[src/sv/msf_pkg.sv]
`default_nettype none

package msf_pkg;

    // Fixed-point format and derived datapath widths
    localparam int FRAC_BITS  = 16;
    localparam int DW         = 32;                     // data word
    localparam int CSW        = 16;                     // cell size / roughness width
    localparam int SQW        = 2 * DW;                 // sum of squared velocities
    localparam int RSTEPS     = DW;                     // square root and bed quotient bits
    localparam int CBW        = DW + 2 * FRAC_BITS;     // cube root radicand
    localparam int CRW        = (CBW + 2) / 3;          // cube root bits and steps
    localparam int PW         = DW + CRW - FRAC_BITS;   // depth to the four-thirds
    localparam int GW         = 2 * DW - 2 * FRAC_BITS; // n squared times speed
    localparam int NW         = DW + GW;                // friction numerator
    localparam int QW         = DW + 1;                 // friction quotient, saturates at 2^DW
    localparam int CMPW       = ((NW > PW + QW) ? NW : PW + QW) + 1;
    localparam int FIFO_DEPTH = 4;
    localparam int FIFO_AW    = 2;

    typedef enum logic [1:0] {
        CFG_MANNING_N    = 2'd0,
        CFG_DEPTH_OFFSET = 2'd1,
        CFG_CELL_SIZE    = 2'd2,
        CFG_DRY_DEPTH    = 2'd3
    } cfg_idx_t;

    typedef struct packed {
        logic [15:0] manning_n;
        logic [20:0] depth_offset;
        logic [15:0] cell_size;
        logic [20:0] dry_depth;
    } cfg_t;

    localparam cfg_t CFG_RESET = '{
        manning_n:    16'd1966,
        depth_offset: 21'd0,
        cell_size:    16'd1,
        dry_depth:    21'd65536
    };

    typedef struct packed {
        logic [30:0]        depth;
        logic signed [31:0] vel_x;
        logic signed [31:0] vel_y;
        logic signed [31:0] elev_diff_x;
        logic signed [31:0] elev_diff_y;
        logic               last_cell;
    } in_item_t;

    typedef struct packed {
        logic signed [31:0] bed_slope_x;
        logic signed [31:0] bed_slope_y;
        logic signed [31:0] friction_x;
        logic signed [31:0] friction_y;
        logic               last_out;
    } out_item_t;

    // Classified cell as it sits in the queue
    typedef struct packed {
        logic          last;
        logic          dry;
        logic          neg_vx;
        logic          neg_vy;
        logic          neg_ex;
        logic          neg_ey;
        logic [DW-1:0] mag_vx;
        logic [DW-1:0] mag_vy;
        logic [DW-1:0] mag_ex;
        logic [DW-1:0] mag_ey;
        logic [DW-1:0] d_sum;
    } fe_t;

endpackage

`default_nettype wire

[src/sv/msf_fifo.sv]
`default_nettype none

module msf_fifo (
    input  wire logic         clk,
    input  wire logic         rst_n,
    input  wire logic         push_valid,
    output logic              push_ready,
    input  wire msf_pkg::fe_t push_data,
    output logic              pop_valid,
    input  wire logic         pop_ready,
    output msf_pkg::fe_t      pop_data
);

    localparam int AW = msf_pkg::FIFO_AW;
    localparam int CW = AW + 1;

    msf_pkg::fe_t    mem_reg [msf_pkg::FIFO_DEPTH];
    logic [AW-1:0]   wr_ptr_reg;
    logic [AW-1:0]   rd_ptr_reg;
    logic [CW-1:0]   count_reg;
    logic [CW-1:0]   count_next;
    logic            push_fire;
    logic            pop_fire;

    assign push_ready = count_reg != CW'(msf_pkg::FIFO_DEPTH);
    assign pop_valid  = count_reg != '0;
    assign pop_data   = mem_reg[rd_ptr_reg];
    assign push_fire  = push_valid && push_ready;
    assign pop_fire   = pop_valid && pop_ready;

    always_comb
    begin
        count_next = count_reg + CW'(push_fire) - CW'(pop_fire);
    end

    always_ff @(posedge clk or negedge rst_n)
    begin
        if (!rst_n)
        begin
            wr_ptr_reg <= '0;
            rd_ptr_reg <= '0;
            count_reg  <= '0;
        end
        else
        begin
            if (push_fire)
            begin
                wr_ptr_reg <= wr_ptr_reg + AW'(1);
            end
            if (pop_fire)
            begin
                rd_ptr_reg <= rd_ptr_reg + AW'(1);
            end
            count_reg <= count_next;
        end
    end

    always_ff @(posedge clk)
    begin
        if (push_fire)
        begin
            mem_reg[wr_ptr_reg] <= push_data;
        end
    end

endmodule

`default_nettype wire

[config.mk]
export PLATFORM = sky130hd
export DESIGN_NAME = msf_fifo
export DESIGN_NICKNAME = d
export VERILOG_FILES = /design/src/sv/msf_pkg.sv /design/src/sv/msf_fifo.sv
export SDC_FILE = /design/constraint.sdc
export NUM_CORES = 1
export LEC_CHECK = 0
export BUFFER_PORTS_ARGS = -buffer_cell sky130_fd_sc_hd__buf_2
export CAP_MARGIN = 40
export CORE_ASPECT_RATIO = 1.25
export CORE_MARGIN = 2
export CORE_UTILIZATION = 55
export DETAILED_ROUTE_END_ITERATION = 8
export GPL_ROUTABILITY_DRIVEN = 0
export GPL_TIMING_DRIVEN = 0
export PLACE_DENSITY = 0.85
export REMOVE_ABC_BUFFERS = 1
export SLEW_MARGIN = 20
export SYNTH_ARGS = -nofsm -noshare
export SYNTH_HDL_FRONTEND = slang
export SYNTH_SLANG_ARGS = --single-unit
[constraint.sdc]
create_clock -name clk -period 9 [get_ports clk]
set_clock_uncertainty 0.1 [all_clocks]
set_input_delay 0.45 -clock clk [delete_from_list [all_inputs] [get_ports clk]]
set_output_delay 0.45 -clock clk [all_outputs]
set_load 0.02 [all_outputs]
==> metrics.txt, run 1 <==
antenna violations before repair 4; LEAKAGE between 0.01 and 0.015 uW; worst slew pin tran 0.7668 ns; CP Class reg -> out; Sequential Area approximately 0.020 sq mm; placed cells around 1800; ys async rst share 0.01043; final core utilization 0.6998; syn_area_per_cell 26.86 sq um; max_cap viols 0; Synth Warn # 0; clk buf depth 3; cell area after synthesis 0.02442 sq mm; Die Footprint 0.04611 sq mm; Startpoint Class register; setup ws final ~5.7 ns; ranking of synthesized cells by area edfxtp_1, mux4_2, dfrtp_1, buf_6, buf_2; #FFs+latches synth 671; via count 11810; Sw Share 0.3187; Post-Synthesis Cells 909; share of the synthesized area in the top cell type 0.8166; final std cells w/o fill around 2100; final WL a little over 50000 um; CP Data Required Time approximately 8.5 ns; met3 WL roughly 3000 um; synth unique cells 20; Initial Utilization 0.5548; Crit. End Element primary output; setup TNS 0 ns; Post-DRT Antenna Nets 0; cell taking the most area after synthesis edfxtp_1; clk_lat worst skew about 0.60 ns; Reg clk slew, reported paths ~0.060 ns; uppermost routed layer met4; Max Fclk a little over 0.3 GHz; clock share of power 0.240; Pint around 6900 uW; CTS H-tree depth 2; outcome finished, final reports clean; Die Y about 240 um; GR Overflow Total 0; # rows between 80 and 90; cell with the most instances after synthesis edfxtp_1; CTS Sinks between 600 and 700; met1 wire length roughly 19000 um; Post-CTS Resized 0; proportion of layout cells with a drive suffix above 1 0.4082; Critical Path, Cell by Cell buf_16, buf_12, mux4_2, buf_2; initial drt markers roughly 800; Num CTS Buffers 59; Post-synth EDFFs around 660; Port-buffer cells around 340; Comb power frac 0.334; global-route wire length before repair a little under 80000 um; Net Switching 3237 uW; minimum setup slack after placement ~6.3 ns; wire length per cell between 20 and 25 um; vias per inst about 5.6; Slew HR 0.4877; Die Width 192.5 um; metal2 WL 27790 um; Tot Pwr slightly above 10000 uW; number of global-route vias before repair between 10000 and 15000; Core Region 0.04401 sq mm; Final Max Tran Viols 0; share of the cycle needed by the critical path after routing 0.3658; clock root buffer master clkbuf_16; unrepaired setup endpoints after global routing false; top cell types by occurrence after synthesis edfxtp_1, mux4_2, buf_2, buf_6, dfrtp_1; Worst VDD drop about 0.00026 V; Ports between 300 and 400; largest net degree at the start of global routing ~50; Arr. time, crit path 2.74 ns; PwrDens roughly 330 mW/mm^2; CTS tree built; Layout fillers roughly 2500; Area Growth Syn to Fin 26.14%; worst-path fanout max 27; Final Hold Fails 0; Setup violations, final 0; Largest register FFs 664; sequential share of the synthesized area 0.8238; drt drc 0; min-delay worst type in -> reg; CP max stage cell dfrtp_4; register share of total power 0.426; most common flop cell mapped by yosys edfxtp_1; 1st-pass router iterations 4; Nets 1645; HPWL Detailed roughly 30000 um; Tmin final about 3.3 ns; area occupied by multi-input gates 0.004016 sq mm; GRT Resource Usage Total 0.2283; Worst path max stage delay around 0.76 ns
per-stage QoR:
| step | hold WS (ns) | area, sq um |
|---|---|---|
| after global placement | 0.1877 | 26540 |
| after floorplan | 0.05441 | 24140 |
| after detailed placement | 0.1958 | 27260 |
| after global routing | 0.1008 | 30790 |
| after CTS | 0.04595 | 30780 |
| final | 0.1019 | 30800 |
layer usage:
| metal | up-vias | GRT usage |
|---|---|---|
| met4 | 0 | 0.1124 |
| met2 | 453 | 0.3971 |
| met1 | 6171 | 0.2740 |
| met3 | 115 | 0.04293 |
| li1 | 5071 | - |
| met5 | - | 0 |
layout make-up:
| cell class | instances | area share |
|---|---|---|
| flip-flops and latches | 671 | 0.6533 |
| repair buffers | 536 | 0.1315 |
| multi-input cells | 194 | 0.1304 |
| clock buffers | 75 | 0.05127 |
| well taps | 572 | 0.02324 |
| clock inverters | 32 | 0.009019 |
| inverters | 6 | 0.0007312 |
| diodes | 6 | 0.0004875 |
power by group through the flow:
stage	Clock, uW	Combinational, uW	Sequential [uW]
2_1_floorplan	0	2110	4630
3_3_place_gp	0	3320	4900
3_5_place_dp	0	3340	4380
4_1_cts	2480	3430	4320
5_1_grt	2590	3600	4370
6_report	2430	3400	4330
cells by family (layout without fill, tap and decap cells):
kind of cell               Yosys count  after routing  share of synthesized area
buffers and inverters               44            649                    0.01235
and+or+nand+nor                     13             13                   0.004099
DFF                                671            671                     0.8238
xor gates and xnor gates             4              4                   0.001435
muxes                              166            166                     0.1531
AOI/OAI and AO/OA                    4              4                   0.001332
adders and majority gates            7              7                   0.003894
other                                0              6                          0
critical path, delay by kind of cell (launching register included):
kind,cells,cell delay (ns)
flip-flops,1,0.76
multiplexers,1,0.58
buffers and inverters,3,0.76
repair_timing:
item / CTS / global route
setup buffers: 0 / 0
hold buffers: 167 / 0
hold endpoints to repair: 671 / 0
path summary, 6_finish.rpt:
kind	from	end	slack (ns)	cells past startpoint
worst max-delay path	rd_ptr_reg[0]	pop_data[14]	5.71	4
worst min-delay path	push_valid	wr_ptr_reg[1]	0.10	3
worst max register to register	count_reg[1]	count_reg[2]	6.25	9
worst min register to register	wr_ptr_reg[1]	wr_ptr_reg[1]	0.51	2
max in group asynchronous	rst_n	rd_ptr_reg[0]	8.46	2
min in group asynchronous	rst_n	wr_ptr_reg[0]	0.14	2
layout by cell type, fill, tap and decap left out, types with 2 or more instances in the layout:
master	synthesis	final
and3b_4	0	4
buf_12	0	25
buf_16	0	7
buf_2	19	337
bufinv_16	0	5
clkbuf_1	4	14
clkbuf_16	0	61
clkinv_1	0	16
clkinv_2	0	8
dfrtp_1	7	5
dfrtp_4	0	2
diode_2	0	6
dlygate4sd3_1	0	167
edfxtp_1	664	664
ha_1	6	6
inv_1	6	6
mux4_2	166	166
nand2b_1	4	4
nand4bb_1	2	2
o211ai_1	2	2
xnor2_1	3	3
Note: power is estimated with default switching activity, not from simulation.
==> run 2: changes to the inputs <==
- clock period: 9 -> 3.35 ns (I/O delays scaled with it)
==> metrics.txt, run 2 (synthesized netlist as in run 1, its figures left out) <==
outcome finished, final reports clean; worst r2r src count_reg[1]; Final Max Tran Viols 0 (unchanged); most common cell after layout, fill and taps aside edfxtp_1; drt drc 0 (unchanged); FF-to-FF End count_reg[2]; setup ws final 0.3496 ns (-5.358 ns); antenna violations before repair 4 (unchanged); Crit. End Element primary output; proportion of layout cells with a drive suffix above 1 0.4074 (-0.0008072); Max Fclk between 0.3 and 0.4 GHz; Core Region 0.04401 sq mm (unchanged); minimum setup slack after placement 0.6586 ns (-5.645 ns); CTS Sinks 671 (unchanged); CP Data Required Time 3.08 ns (-5.37 ns); Ports 338 (unchanged); unrepaired setup endpoints after global routing false; Reg clk slew, reported paths 0.07 ns (about the same); final std cells w/o fill 2093 (+0.048%); most frequent cells in the layout edfxtp_1, buf_2, dlygate4sd3_1, mux4_2, clkbuf_16; final WL 51480 um (-0.47%); PwrDens 885.0 mW/mm^2 (+170%); clk buf depth 3 (unchanged); LEAKAGE 0.01059 uW (+0.12%); CTS H-tree depth 2 (unchanged); Slew HR 0.5122 (+0.02446); Tot Pwr 27280 uW (+170%); GRT Resource Usage Total 0.2280 (-0.0002844); Layout fillers 2509 (-0.12%); worst slew pin tran 0.7302 ns (-0.03661 ns); Die Footprint 0.04611 sq mm (unchanged); Tmin final 3.000 ns; R2R Setup Slk 0.63 ns (-5.62 ns); CP Class reg -> out; via count 11800 (-0.10%); Nets 1648 (+0.18%); Port-buffer cells 337 (unchanged); GR Overflow Total 0 (unchanged); cells on worst reg2reg path 9 (unchanged); Post-DRT Antenna Nets 0 (unchanged); Startpoint Class register; max_cap viols 0 (unchanged); number of global-route vias before repair 12940 (+0.077%); hold_ws 0.2099 ns (+0.1081 ns); initial drt markers 785 (-2.8%); Final Hold Fails 0 (unchanged); WHS Path Cells 2 (-1); # rows 86 (unchanged); CTS tree built; Die Y 239.6 um (unchanged); clock root buffer master clkbuf_16; share of the cycle needed by the critical path after routing 0.8957; Worst VDD drop 0.0007135 V (+180%); global-route wire length before repair 77210 um (about the same); vias per inst 5.637 (-0.15%); largest net degree at the start of global routing 51 (unchanged); Area Growth Syn to Fin 26.24% (about the same); clk_lat worst skew 0.60 ns (about the same); final core utilization 0.7004 (about the same); Die Width 192.5 um (unchanged); 1st-pass router iterations 7 (+3); worst hold start push_data[70]; Setup violations, final 0 (unchanged); HPWL Detailed 29780 um (unchanged); Largest register FFs 664 (unchanged); Arr. time, crit path 2.73 ns (about the same); worst min-delay path endpoint mem_reg[0][70]; worst-path fanout max 27 (unchanged); Initial Utilization 0.5548 (unchanged); placed cells 1812 (unchanged); wire length per cell 24.59 um (-0.52%); Num CTS Buffers 59 (unchanged); min-delay worst type in -> reg
## run 2: cell count changes in the layout (fill, tap and decap cells not counted)
cell and change:
diode_2 -2, dlygate4sd3_1 +3
## run 2: critical path, stage by stage, from the launching register on
cell     delay [ns]
dfrtp_4        0.76
buf_16         0.30
buf_12         0.27
mux4_2         0.58
buf_2          0.19
## run 2: through the flow
| step | instance area, sq um | TNS (ns) |
|---|---|---|
| finish | 30820 | 0 |
| global route | 30820 | 0 |
| CTS | 30810 | 0 |
| detailed placement | 27260 | 0 |
| global placement | 26540 | -4405.68 |
| floorplan | 24140 | -1914.77 |
## run 2: layout make-up
cell class / count / area [sq um] / share of cell area
Timing Repair Buffer: 539 / 4081 / 0.1324
Clock inverter: 32 / 277.8 / 0.009011
Tap cell: 572 / 715.7 / 0.02322
Sequential cell: 671 / 20120 / 0.6528
Inverter: 6 / 22.52 / 0.0007306
Multi-Input combinational cell: 194 / 4016 / 0.1303
Antenna cell: 4 / 10.01 / 0.0003247
Clock buffer: 75 / 1579 / 0.05123
## run 2: how the worst max path moves through the flow
stage | startpoint | to | slack, ns | cells past startpoint
global route | rd_ptr_reg[0] | pop_data[14] | 0.17 | 4
floorplan | rd_ptr_reg[0] | rd_ptr_reg[1] | -4.65 | 2
finish | rd_ptr_reg[0] | pop_data[14] | 0.35 | 4
global placement | rd_ptr_reg[0] | rd_ptr_reg[1] | -7.93 | 2
CTS | rd_ptr_reg[0] | pop_data[106] | 0.26 | 4
detailed placement | count_reg[1] | count_reg[2] | 0.66 | 9
## run 2: repair_timing
item                       4_1_cts  5_1_grt
setup endpoints to repair        0        0
setup buffers                    0        0
gates resized for setup          0        0
hold endpoints to repair       675        0
hold buffers                   170        0
## run 2: power breakdown
| part | internal [uW] | switching, uW | total [uW] |
|---|---|---|---|
| sequential | 11000 | 580 | 11600 |
| clock | 3700 | 2830 | 6530 |
| combinational | 3850 | 5280 | 9130 |
| total | 18600 | 8690 | 27300 |
## run 2: per-layer routing
metal / routed length, um / global-route usage / up-vias
li1: - / - / 5075
met1: 18380 / 0.2751 / 6117
met2: 27630 / 0.3960 / 491
met3: 3175 / 0.04308 / 115
met4: 2288 / 0.1101 / 0
met5: 0 / 0 / -
