$ cat config.mk
export PLATFORM = sky130hd
export DESIGN_NAME = msf_front
export DESIGN_NICKNAME = d
export VERILOG_FILES = /design/src/sv/msf_pkg.sv /design/src/sv/msf_front.sv
export SDC_FILE = /design/constraint.sdc
export NUM_CORES = 1
export LEC_CHECK = 0
export BUFFER_PORTS_ARGS = -buffer_cell sky130_fd_sc_hd__buf_2
export CAP_MARGIN = 20
export CORE_UTILIZATION = 30
export CTS_CLUSTER_DIAMETER = 150
export CTS_CLUSTER_SIZE = 28
export DETAILED_ROUTE_END_ITERATION = 12
export PLACE_DENSITY_LB_ADDON = 0.08
export SYNTH_ARGS = -nofsm -noshare
export SYNTH_HDL_FRONTEND = slang
export SYNTH_SLANG_ARGS = --single-unit
$ cat constraint.sdc
create_clock -name clk -period 15.1 [get_ports clk]
set_clock_uncertainty 0.05 [all_clocks]
set_input_delay 3.02 -clock clk [delete_from_list [all_inputs] [get_ports clk]]
set_output_delay 3.02 -clock clk [all_outputs]
set_load 0.01 [all_outputs]
$ cat src/sv/msf_pkg.sv
`default_nettype none

package msf_pkg;

    // Fixed-point format and derived datapath widths
    localparam int FRAC_BITS  = 16;
    localparam int DW         = 32;                     // data word
    localparam int CSW        = 16;                     // cell size / roughness width
    localparam int SQW        = 2 * DW;                 // sum of squared velocities
    localparam int RSTEPS     = DW;                     // square root and bed quotient bits
    localparam int CBW        = DW + 2 * FRAC_BITS;     // cube root radicand
    localparam int CRW        = (CBW + 2) / 3;          // cube root bits and steps
    localparam int PW         = DW + CRW - FRAC_BITS;   // depth to the four-thirds
    localparam int GW         = 2 * DW - 2 * FRAC_BITS; // n squared times speed
    localparam int NW         = DW + GW;                // friction numerator
    localparam int QW         = DW + 1;                 // friction quotient, saturates at 2^DW
    localparam int CMPW       = ((NW > PW + QW) ? NW : PW + QW) + 1;
    localparam int FIFO_DEPTH = 4;
    localparam int FIFO_AW    = 2;

    typedef enum logic [1:0] {
        CFG_MANNING_N    = 2'd0,
        CFG_DEPTH_OFFSET = 2'd1,
        CFG_CELL_SIZE    = 2'd2,
        CFG_DRY_DEPTH    = 2'd3
    } cfg_idx_t;

    typedef struct packed {
        logic [15:0] manning_n;
        logic [20:0] depth_offset;
        logic [15:0] cell_size;
        logic [20:0] dry_depth;
    } cfg_t;

    localparam cfg_t CFG_RESET = '{
        manning_n:    16'd1966,
        depth_offset: 21'd0,
        cell_size:    16'd1,
        dry_depth:    21'd65536
    };

    typedef struct packed {
        logic [30:0]        depth;
        logic signed [31:0] vel_x;
        logic signed [31:0] vel_y;
        logic signed [31:0] elev_diff_x;
        logic signed [31:0] elev_diff_y;
        logic               last_cell;
    } in_item_t;

    typedef struct packed {
        logic signed [31:0] bed_slope_x;
        logic signed [31:0] bed_slope_y;
        logic signed [31:0] friction_x;
        logic signed [31:0] friction_y;
        logic               last_out;
    } out_item_t;

    // Classified cell as it sits in the queue
    typedef struct packed {
        logic          last;
        logic          dry;
        logic          neg_vx;
        logic          neg_vy;
        logic          neg_ex;
        logic          neg_ey;
        logic [DW-1:0] mag_vx;
        logic [DW-1:0] mag_vy;
        logic [DW-1:0] mag_ex;
        logic [DW-1:0] mag_ey;
        logic [DW-1:0] d_sum;
    } fe_t;

endpackage

`default_nettype wire

$ cat src/sv/msf_front.sv
`default_nettype none

module msf_front (
    input  wire logic             clk,
    input  wire logic             rst_n,
    input  wire msf_pkg::cfg_t    cfg,
    input  wire logic             in_valid,
    output logic                  in_ready,
    input  wire msf_pkg::in_item_t in_data,
    output logic                  push_valid,
    input  wire logic             push_ready,
    output msf_pkg::fe_t          push_data
);

    localparam int DW = msf_pkg::DW;

    logic         fr_valid_reg;
    logic         fr_valid_next;
    msf_pkg::fe_t fr_data_reg;
    msf_pkg::fe_t fr_data_next;

    function automatic logic [DW-1:0] magnitude(input logic [DW-1:0] x);
        return x[DW-1] ? (DW'(0) - x) : x;
    endfunction

    assign in_ready   = !fr_valid_reg || push_ready;
    assign push_valid = fr_valid_reg;
    assign push_data  = fr_data_reg;

    always_comb
    begin
        fr_valid_next = fr_valid_reg;
        fr_data_next  = fr_data_reg;
        if (in_ready)
        begin
            fr_valid_next = in_valid;
        end
        if (in_valid && in_ready)
        begin
            // split signs from magnitudes, mark dry cells, form the shifted depth
            fr_data_next.last   = in_data.last_cell;
            fr_data_next.dry    = DW'(in_data.depth) < DW'(cfg.dry_depth);
            fr_data_next.neg_vx = in_data.vel_x[DW-1];
            fr_data_next.neg_vy = in_data.vel_y[DW-1];
            fr_data_next.neg_ex = in_data.elev_diff_x[DW-1];
            fr_data_next.neg_ey = in_data.elev_diff_y[DW-1];
            fr_data_next.mag_vx = magnitude(in_data.vel_x);
            fr_data_next.mag_vy = magnitude(in_data.vel_y);
            fr_data_next.mag_ex = magnitude(in_data.elev_diff_x);
            fr_data_next.mag_ey = magnitude(in_data.elev_diff_y);
            fr_data_next.d_sum  = DW'(in_data.depth) + DW'(cfg.depth_offset);
        end
    end

    always_ff @(posedge clk or negedge rst_n)
    begin
        if (!rst_n)
        begin
            fr_valid_reg <= 1'b0;
        end
        else
        begin
            fr_valid_reg <= fr_valid_next;
        end
    end

    always_ff @(posedge clk)
    begin
        fr_data_reg <= fr_data_next;
    end

endmodule

`default_nettype wire

==> reports/metrics.yaml, run 1 <==
run_status:
  outcome: "completed"
yosys:
  ys_dominant_reg_cell: "edfxtp_1"
  synth-simple-area-share_pct: 13.4
  synthesized_area_fraction_occupied_by_ao_oa_aoi_and_oai_cells_pct: 12.2
  synth_top_area_share_pct: 53.0
  main_combinational_cell_family_by_area_after_synthesis: "simple AND/OR/NAND/NOR gates"
  synth.avg_cell_area_um2: 11.6
  synthesis_warning_total: 0
  adder_cell_area_share_of_the_yosys_netlist_pct: 6.20
  synth_top_cells_by_count: "166 x edfxtp_1, 129 x xnor2_1, 69 x nand2_1, 55 x o21ai_0, 45 x ha_1"
  synth_top_cells_by_area: "edfxtp_1 53%, xnor2_1 12%, ha_1 6.0%"
  synth_net_count: 1091
  synth_cells: 807
  post_synth_edffs: 166
  register_bit_count_reported_by_yosys: 167
  synth_seq_area_share_pct: 53.3
  post_synth_num_cell_types: 55
  synth_mux_area_share_pct: 0.107
  synth_xor_area_share_pct: 13.0
  synthDominantAreaCellType: "edfxtp_1"
  yosysMostFrequentCell: "edfxtp_1"
  postSynth.asyncResetShare_pct: 0.599
  synth.cell_area_mm2: 0.00940
cts:
  clock_insertion_delay_worst_skew_ps: 430
  cts.sinks: 167
  clock_tree_from_tritoncts: "built"
  post_cts_resize_count: 0
  hold_buffers_post_cts: 0
  cts-buffers-inserted: 17
  clock_path_buffers: 2
  post_cts.repair.setup_buffers: 0
  clkTransAtPathRegs_ps: 70
  cts.root.buffer_cell: "clkbuf_16"
  cts_htree_levels: 4
place:
  dp_hpwl_um: 20500
  portBuffers: 373
  global_placer_s_final_weighted_congestion: 0.827
floorplanning:
  top_level_ports: 406
  floorplan.rows: 64
  core_box_area_mm2: 0.0307
  die_height_um: 179
  fp.dieW_um: 179
  initial_core_util_pct: 30.6
  design.die.area_mm2: 0.0320
worst_setup_path:
  critPathArrivalTime_ps: 3420
  max_stage_delay_ps: 160
  ff2ff_path_depth: 3
  critPathMostFrequentCell: "buf_2"
  timing.setup.critical_path_class: "in -> out"
  r2r-start: "push_valid$_DFFE_PN0N_"
  worstPathMaxFanout: 3
  critical-path-slowest-cell: "nand2b_1"
  worstSetupEndpointType: "primary output"
  critical_path_cell_list: "buf_2 -> nand2b_1 -> buf_2"
  worst-endpoint-required_ps: 12030
  rr_endpoint: "push_data[145]$_DFFE_PP_"
  reg2reg_slack_ps: 12770
  crit_path_start_kind: "input pin"
routing:
  route.detailed.drc: 0
  detail-route-antenna-nets: 0
  wl_um: 26000
  drt_first_pass_iters: 4
  routed_wire_length_per_instance_um: 16.2
  vias: 7591
  route.detailed.vias_per_inst: 4.74
  detail_route.iter0.violations: 304
timing:
  max_clock_freq_ghz: 0.154
  max_slew.worst_pin.slew_ps: 1050
  timing.final.crit_period_ps: 6490
  timing.final.hold_violations: 0
  finalSetupTns_ps: 0
  drv_slew: 0
  worst_slew_margin_relative_to_its_limit_pct: 30.1
  setup_violations: 0
  final.period_utilization_pct: 43.0
  rsz_0062_raised_after_global_routing: "false"
hold_path:
  number_of_cells_on_the_worst_hold_path: 2
  hold_path_startpoint: "push_valid$_DFFE_PN0N_"
  hold_class: "reg -> reg"
  hold_end: "push_valid$_DFFE_PN0N_"
global_route:
  antenna_found_initial: 8
  grt_use_total_pct: 15.9
  grt_start_max_net_pins: 81
  overflow: 0
  grt_pass1_vias: 7234
  first_pass_grt_wire_length_um: 38800
layout:
  share_of_layout_cells_above_drive_strength_1_pct: 34.9
  syn_to_final_growth_pct: 31.7
  final_net_count: 1471
pwr:
  total_power_uw: 1280
  ir_drop_uv: 72.7
  p_per_area_mw_per_mm2: 103
  power_leakage_uw: 0.00497
flow_run:
  max_cap_viol_count: 0
-- per-layer routing --
layer	wire length [um]	global-route usage, %	vias to the layer above
met2	12400	26.5	256
met4	271	4.13	6
met3	2510	5.92	20
met1	10700	19.1	3505
li1	-	-	3804
met5	40	0	-
-- sequential cells by signal (all words and copies together), names as in the netlist --
name,count
push_data,166
push_valid,1
-- per-stage QoR --
step | hold WS, ps | worst slack (ps) | instance area [um^2] | utilization, % | cells
3_5_place_dp | 475 | 8610 | 11700 | 38.2 | 1564
2_1_floorplan | 572 | 7470 | 9400 | - | 807
4_1_cts | 495 | 8610 | 12400 | 40.3 | 1596
5_1_grt | 527 | 8590 | 12400 | 40.3 | 1599
3_3_place_gp | 467 | 8610 | 11700 | 38.2 | 1564
6_report | 488 | 8610 | 12400 | 40.4 | 1601
-- area by class of cell --
type | instances | area, um^2
diodes | 5 | 12.5
clock buffers | 20 | 437
clock inverters | 12 | 199
fillers | 3071 | 18300
inverters | 32 | 120
multi-input cells | 593 | 4210
flip-flops and latches | 167 | 5010
well taps | 396 | 495
repair buffers | 376 | 1890
-- worst max-delay path: cells and delay by family --
| family | cells | cell delay (ps) |
|---|---|---|
| and+or+nand+nor | 1 | 160 |
| buffers and inverters | 2 | 240 |
-- report_power, final --
group          internal, uW  switching, uW
logic                  97.9            130
registers               558           7.80
clock network           295            187
total                   951            326
-- cell usage in the layout, fill, tap and decap left out, types with 16 or more instances in the layout --
cell type	netlist	final
nand2b_1	16	16
nand2_1	69	69
inv_1	32	32
nand3_1	16	16
clkbuf_16	0	17
a21oi_1	29	29
o21ai_0	55	55
nor2_1	31	31
o41ai_1	17	17
xnor2_1	129	129
ha_1	45	45
o31ai_1	30	30
edfxtp_1	166	166
or4_1	16	16
buf_2	0	373
-- logic make-up after synthesis --
| kind of cell | Yosys count |
|---|---|
| adder cells (fa/ha/maj) | 46 |
| buffers and inverters | 47 |
| XOR/XNOR | 139 |
| flip-flops | 167 |
| AO/OA/AOI/OAI | 173 |
| AND/OR/NAND/NOR | 234 |
| multiplexers | 1 |
-- worst max-delay path by stage --
stage | cells after the start | end | slack (ps) | startpoint
2_1_floorplan | 2 | push_data[0]$_DFFE_PP_ | 7470 | push_ready
5_1_grt | 3 | in_ready | 8590 | push_ready
4_1_cts | 3 | in_ready | 8610 | push_ready
3_3_place_gp | 3 | in_ready | 8610 | push_ready
3_5_place_dp | 3 | in_ready | 8610 | push_ready
6_report | 3 | in_ready | 8610 | push_ready
No activity file was read; power rests on OpenSTA's default activity.
==> run 2, diff against run 1 <==
clock period = 5.9 ns   (was 15.1 ns; I/O delays follow)
==> run 2 against run 1 <==
- final area decreased by 0.31%
- total power up 150%
- final cell count did not move
- clock power up 140%
- worst hold slack worse by 27 ps
- largest power group unchanged
- highest routed layer unchanged
- first-iteration DRC count grew 20%
- non-clock buffer count fell by 1
==> reports/metrics.yaml, run 2 (synthesized netlist as in run 1, its figures left out) <==
pwr:
  p_per_area_mw_per_mm2: 258  # was 103 mW/mm^2
  power_leakage_uw: 0.00493  # was 0.00497 uW
  ir_drop_uv: 184  # was 72.7 uV
routing:
  route.detailed.vias_per_inst: 4.75  # was 4.74
  detail_route.iter0.violations: 364  # was 304
  routed_wire_length_per_instance_um: 16.3  # was 16.2 um
  drt_first_pass_iters: 4  # unchanged
  detail-route-antenna-nets: 0  # unchanged
  vias: 7606  # was 7591
  wl_um: 26100  # was 26000 um
  route.detailed.drc: 0  # unchanged
floorplanning:
  floorplan.rows: 64  # unchanged
  core_box_area_mm2: 0.0307  # unchanged
  fp.dieW_um: 179  # unchanged
  die_height_um: 179  # unchanged
  top_level_ports: 406  # unchanged
  design.die.area_mm2: 0.0320  # unchanged
  initial_core_util_pct: 30.6  # unchanged
layout:
  multi_input_comb_area_mm2: 0.00421  # unchanged
  share_of_layout_cells_above_drive_strength_1_pct: 34.8  # was 34.9%
  syn_to_final_growth_pct: 31.3  # was 31.7%
  largest_register_ffs: 166  # unchanged
  fillerInstances: 3160  # was 3071
  register_area_mm2: 0.00501  # unchanged
  final_net_count: 1470  # was 1471
  leading_cell_type_in_the_layout_fill_and_taps_excluded: "buf_2"  # unchanged
  finalNonFillerCells: 1601  # unchanged
  layout.cells.most_common_list: "373 x buf_2, 166 x edfxtp_1, 129 x xnor2_1"  # unchanged
  layout.core_utilization_pct: 40.2  # was 40.4%
worst_setup_path:
  critPathLaunch: "in_data[12]"  # was push_ready
  worstPathMaxFanout: 5  # was 3
  timing.setup.critical_path_class: "in -> reg"  # was in -> out
  critical-path-slowest-cell: "or4_1"  # was nand2b_1
  max_stage_delay_ps: 570  # was 160 ps
  r2r-start: "push_valid$_DFFE_PN0N_"  # unchanged
  reg2reg_slack_ps: 3860  # was 12770 ps
  critPathArrivalTime_ps: 3440  # was 3420 ps
  worstSetupEndpointType: "flop"  # was primary output
  critical_path_cell_list: "buf_2 -> or4_1 -> or4_1 -> nor3_2 -> nand3_1 -> o41ai_1 -> xnor2_1"  # was buf_2 -> nand2b_1 -> buf_2
  critPathMostFrequentCell: "or4_1"  # was buf_2
  worst-endpoint-required_ps: 6020  # was 12030 ps
  crit_path_start_kind: "input pin"  # unchanged
timing:
  worst_slew_margin_relative_to_its_limit_pct: 24.6  # was 30.1%
  rsz_0062_raised_after_global_routing: "false"  # unchanged
  finalSetupTns_ps: 0  # unchanged
  setup_violations: 0  # unchanged
  final.period_utilization_pct: 56.2
  max_slew.worst_pin.slew_ps: 1130  # was 1050 ps
  max_clock_freq_ghz: 0.301
  timing.final.crit_period_ps: 3320
  drv_slew: 0  # unchanged
  timing.final.hold_violations: 0  # unchanged
cts:
  hold_buffers_post_cts: 0  # unchanged
  post_cts_resize_count: 0  # unchanged
  clkTransAtPathRegs_ps: 70  # about the same
  cts.sinks: 167  # unchanged
  cts.root.buffer_cell: "clkbuf_16"  # unchanged
  cts-buffers-inserted: 17  # unchanged
  cts_htree_levels: 4  # unchanged
  clock_path_buffers: 2  # unchanged
  clock_tree_from_tritoncts: "built"  # unchanged
  clock_insertion_delay_worst_skew_ps: 430  # about the same
  post_cts.repair.setup_buffers: 0  # unchanged
global_route:
  overflow: 0  # unchanged
  grt_start_max_net_pins: 161  # was 81
  grt_pass1_vias: 7316  # was 7234
  first_pass_grt_wire_length_um: 38600  # was 38800 um
  grt_use_total_pct: 15.8  # was 15.9%
  antenna_found_initial: 7  # was 8
run_status:
  outcome: "completed"  # unchanged
place:
  dp_hpwl_um: 20300  # was 20500 um
  global_placer_s_final_weighted_congestion: 0.818  # was 0.827
  dpl.cell_count: 1563  # was 1564
  portBuffers: 373  # unchanged
hold_path:
  hold_class: "in -> async"  # was reg -> reg
flow_run:
  max_cap_viol_count: 0  # unchanged
==> run 2: cell types whose count changed in the layout (fill, tap and decap cells not counted) <==
cell / before / now
buf_12: 0 / 1
clkinv_2: 1 / 0
diode_2: 5 / 6
clkbuf_1: 3 / 4
clkinvlp_4: 1 / 3
buf_4: 3 / 1
bufinv_16: 5 / 3
==> run 2: stage by stage <==
stage / power [uW] / hold slack (ps) / instance area, um^2 / setup slack (ps)
6_report: 3190 / 461 / 12300 / 2580
4_1_cts: 3240 / 431 / 12300 / 2600
3_3_place_gp: 2070 / 458 / 11700 / 2150
5_1_grt: 3340 / 436 / 12300 / 2450
3_5_place_dp: 2070 / 480 / 11700 / 2160
2_1_floorplan: 1810 / 572 / 9400 / 109
==> run 2: worst paths after layout <==
kind                                             to  depth (start not counted)
hold reg to reg              push_valid$_DFFE_PN0N_                          2
hold / removal               push_valid$_DFFE_PN0N_                          1
setup / recovery            push_data[57]$_DFFE_PP_                          7
setup reg to reg           push_data[137]$_DFFE_PP_                          3
max in group asynchronous    push_valid$_DFFE_PN0N_                          1
min in group clk             push_valid$_DFFE_PN0N_                          2
==> run 2: final cells by class <==
class / instances / area share (%)
Sequential cell: 167 / 40.6
Multi-Input combinational cell: 593 / 34.2
Timing Repair Buffer: 375 / 15.4
Tap cell: 396 / 4.02
Clock buffer: 21 / 3.57
Clock inverter: 11 / 1.21
Inverter: 32 / 0.974
Antenna cell: 6 / 0.122
==> run 2: metal layers <==
layer	wire [um]	GRT usage, %	vias up
met5	27	0	-
met4	265	4.84	4
met3	2350	5.83	21
met2	12500	26.7	270
met1	11000	18.6	3517
li1	-	-	3794
==> run 2: power breakdown <==
| group | internal (uW) | switching (uW) | total (uW) |
|---|---|---|---|
| registers | 1430 | 19.7 | 1450 |
| clock network | 669 | 482 | 1150 |
| logic | 251 | 335 | 586 |
==> run 2: critical path: cells and delay by family <==
| kind | cells | cell delay (ps) |
|---|---|---|
| xor+xnor | 1 | 110 |
| simple gates | 4 | 1610 |
| compound gates | 1 | 390 |
| buf+inv | 1 | 130 |
==> run 3, diff against run 2 <==
clock period = 2.7 ns   (was 5.9 ns; I/O delays follow)
==> run 3 against run 2 <==
- sequential power increased by 120%
- critical path depth stayed put
- routed wire length is 0.61% higher
- clock power up 130%
- first-iteration DRC count grew 1.9%
- total power increased by 120%
- sequential share of layout area down 2.4 points
- via count increased by 3.1%
- largest power group unchanged
- final area rose by 6.2%
- utilization is 2.5 points higher
- sequential cell count is the same
- register-to-register slack worse by 2800 ps
==> reports/metrics.yaml, run 3 (synthesized netlist as in run 1, its figures left out) <==
run_status:
  outcome: "completed"  # unchanged
routing:
  vias: 7839  # was 7606
  detail-route-antenna-nets: 0  # unchanged
  route.detailed.drc: 0  # unchanged
  routed_wire_length_per_instance_um: 15.6  # was 16.3 um
  wl_um: 26200  # was 26100 um
  detail_route.iter0.violations: 371  # was 364
  route.detailed.vias_per_inst: 4.65  # was 4.75
  drt_first_pass_iters: 5  # was 4
layout:
  layout.cells.most_common_list: "373 x buf_2, 166 x edfxtp_1, 129 x xnor2_1"  # unchanged
  syn_to_final_growth_pct: 39.4  # was 31.3%
  share_of_layout_cells_above_drive_strength_1_pct: 39.5  # was 34.8%
  leading_cell_type_in_the_layout_fill_and_taps_excluded: "buf_2"  # unchanged
  num_antenna_cells: 0  # was 6
  largest_register_ffs: 166  # unchanged
  final_net_count: 1561  # was 1470
  finalNonFillerCells: 1686  # was 1601
  layout.core_utilization_pct: 42.7  # was 40.2%
global_route:
  first_pass_grt_wire_length_um: 39000  # was 38600 um
  grt_start_max_net_pins: 40  # was 161
  grt_pass1_vias: 7403  # was 7316
  grt_use_total_pct: 16.0  # was 15.8%
  overflow: 0  # unchanged
  antenna_found_initial: 1  # was 7
timing:
  setup_violations: 0  # unchanged
  rsz_0062_raised_after_global_routing: "false"  # unchanged
  final.period_utilization_pct: 94.9
  max_clock_freq_ghz: 0.390
  finalSetupTns_ps: 0  # unchanged
  timing.final.hold_violations: 0  # unchanged
  max_slew.worst_pin.slew_ps: 596  # was 1130 ps
  timing.final.crit_period_ps: 2560
  finalWorstSetupSlack_ps: 138  # was 2580 ps
  worst_slew_margin_relative_to_its_limit_pct: 60.3  # was 24.6%
  drv_slew: 0  # unchanged
worst_setup_path:
  crit_path_start_kind: "input pin"  # unchanged
  endpoint: "push_data[152]$_DFFE_PP_"  # was push_data[57]$_DFFE_PP_
  critical_path_cell_list: "buf_2 -> or4_4 -> or3_4 -> or4_4 -> or3_4 -> o31ai_4 -> xnor2_1"  # was buf_2 -> or4_1 -> or4_1 -> nor3_2 -> nand3_1 -> o41ai_1 -> xnor2_1
  critical-path-slowest-cell: "or4_4"  # was or4_1
  worst-endpoint-required_ps: 2840  # was 6020 ps
  ff2ff_path_depth: 3  # unchanged
  reg2reg_slack_ps: 1060  # was 3860 ps
  cp_top_family: "simple AND/OR/NAND/NOR gates"  # unchanged
  worstSetupEndpointType: "flop"  # unchanged
  max_stage_delay_ps: 540  # was 570 ps
  critPathLaunch: "in_data[110]"  # was in_data[12]
  rr_endpoint: "push_data[37]$_DFFE_PP_"  # was push_data[137]$_DFFE_PP_
  worstPathMaxFanout: 3  # was 5
  timing.critical_path.buf_inv: 1  # unchanged
  r2r-start: "push_valid$_DFFE_PN0N_"  # unchanged
  timing.setup.critical_path_class: "in -> reg"  # unchanged
  critPathArrivalTime_ps: 2700  # was 3440 ps
  critical_path_depth: 7  # unchanged
cts:
  cts.sinks: 167  # unchanged
  clkTransAtPathRegs_ps: 70  # about the same
  cts-buffers-inserted: 17  # unchanged
  clock_insertion_delay_worst_skew_ps: 430  # about the same
  clock_path_buffers: 2  # unchanged
  post_cts.repair.setup_buffers: 0  # unchanged
  cts.root.buffer_cell: "clkbuf_16"  # unchanged
  cts_htree_levels: 4  # unchanged
  clock_tree_from_tritoncts: "built"  # unchanged
floorplanning:
  fp.dieW_um: 179  # unchanged
  core_box_area_mm2: 0.0307  # unchanged
  top_level_ports: 406  # unchanged
  initial_core_util_pct: 30.6  # unchanged
  die_height_um: 179  # unchanged
  design.die.area_mm2: 0.0320  # unchanged
  floorplan.rows: 64  # unchanged
pwr:
  power_leakage_uw: 0.00541  # was 0.00493 uW
  p_per_area_mw_per_mm2: 547  # was 258 mW/mm^2
  ir_drop_uv: 388  # was 184 uV
flow_run:
  max_cap_viol_count: 0  # unchanged
place:
  dp_hpwl_um: 20800  # was 20300 um
  dpl_worst_slack_ps: -330  # was 2160 ps
  global_placer_s_final_weighted_congestion: 0.829  # was 0.818
  dpl.cell_count: 1653  # was 1563
  portBuffers: 373  # unchanged
hold_path:
  hold_class: "in -> reg"  # was in -> async
run 3: cell type report:
type | count | area, um^2
Timing Repair Buffer | 466 | 2630
Sequential cell | 167 | 5010
Fill cell | 3043 | 17600
Tap cell | 396 | 495
Clock inverter | 12 | 176
Multi-Input combinational cell | 593 | 4230
Inverter | 32 | 120
Clock buffer | 20 | 437
run 3: worst register-to-register path, cell delays in order (launching register included):
cell	delay [ps]
dfrtp_1	390
nand2b_1	110
and2_4	450
buf_12	310
run 3: repair_timing:
| action | in CTS | in global routing |
|---|---|---|
| gates resized for setup | 0 | 2 |
| endpoints found under the hold margin | 1 | 0 |
| endpoints found under the setup margin | 0 | 1 |
| hold buffers | 1 | 0 |
run 3: per-stage QoR:
stage	total power, uW	instance area, um^2	hold WS (ps)
global placement	4640	12500	265
detailed placement	4650	12500	266
CTS	7260	13100	220
floorplan	3930	9410	194
finish	7160	13100	243
global route	7510	13100	214
run 3: worst min-delay path by stage:
stage          startpoint                       end  slack (ps)  depth (start not counted)
6_report       in_data[0]  push_data[165]$_DFFE_PP_         240                          1
2_1_floorplan       rst_n    push_valid$_DFFE_PN0N_         190                          0
4_1_cts        in_data[0]  push_data[165]$_DFFE_PP_         220                          1
5_1_grt        in_data[0]  push_data[165]$_DFFE_PP_         210                          1
3_3_place_gp        rst_n    push_valid$_DFFE_PN0N_         270                          1
3_5_place_dp        rst_n    push_valid$_DFFE_PN0N_         270                          1
run 3: layer usage:
layer | GRT usage, % | wire length [um]
met1 | 20.1 | 11400
met2 | 27.0 | 12700
met3 | 4.26 | 1900
met5 | 0 | 17
met4 | 4.17 | 271
run 3: power breakdown:
| part | total [uW] | switching [uW] | leakage, uW | internal (uW) |
|---|---|---|---|---|
| registers | 3160 | 44.8 | 0.00160 | 3120 |
| clock network | 2590 | 1040 | 0.000291 | 1550 |
| logic | 1410 | 752 | 0.00352 | 656 |
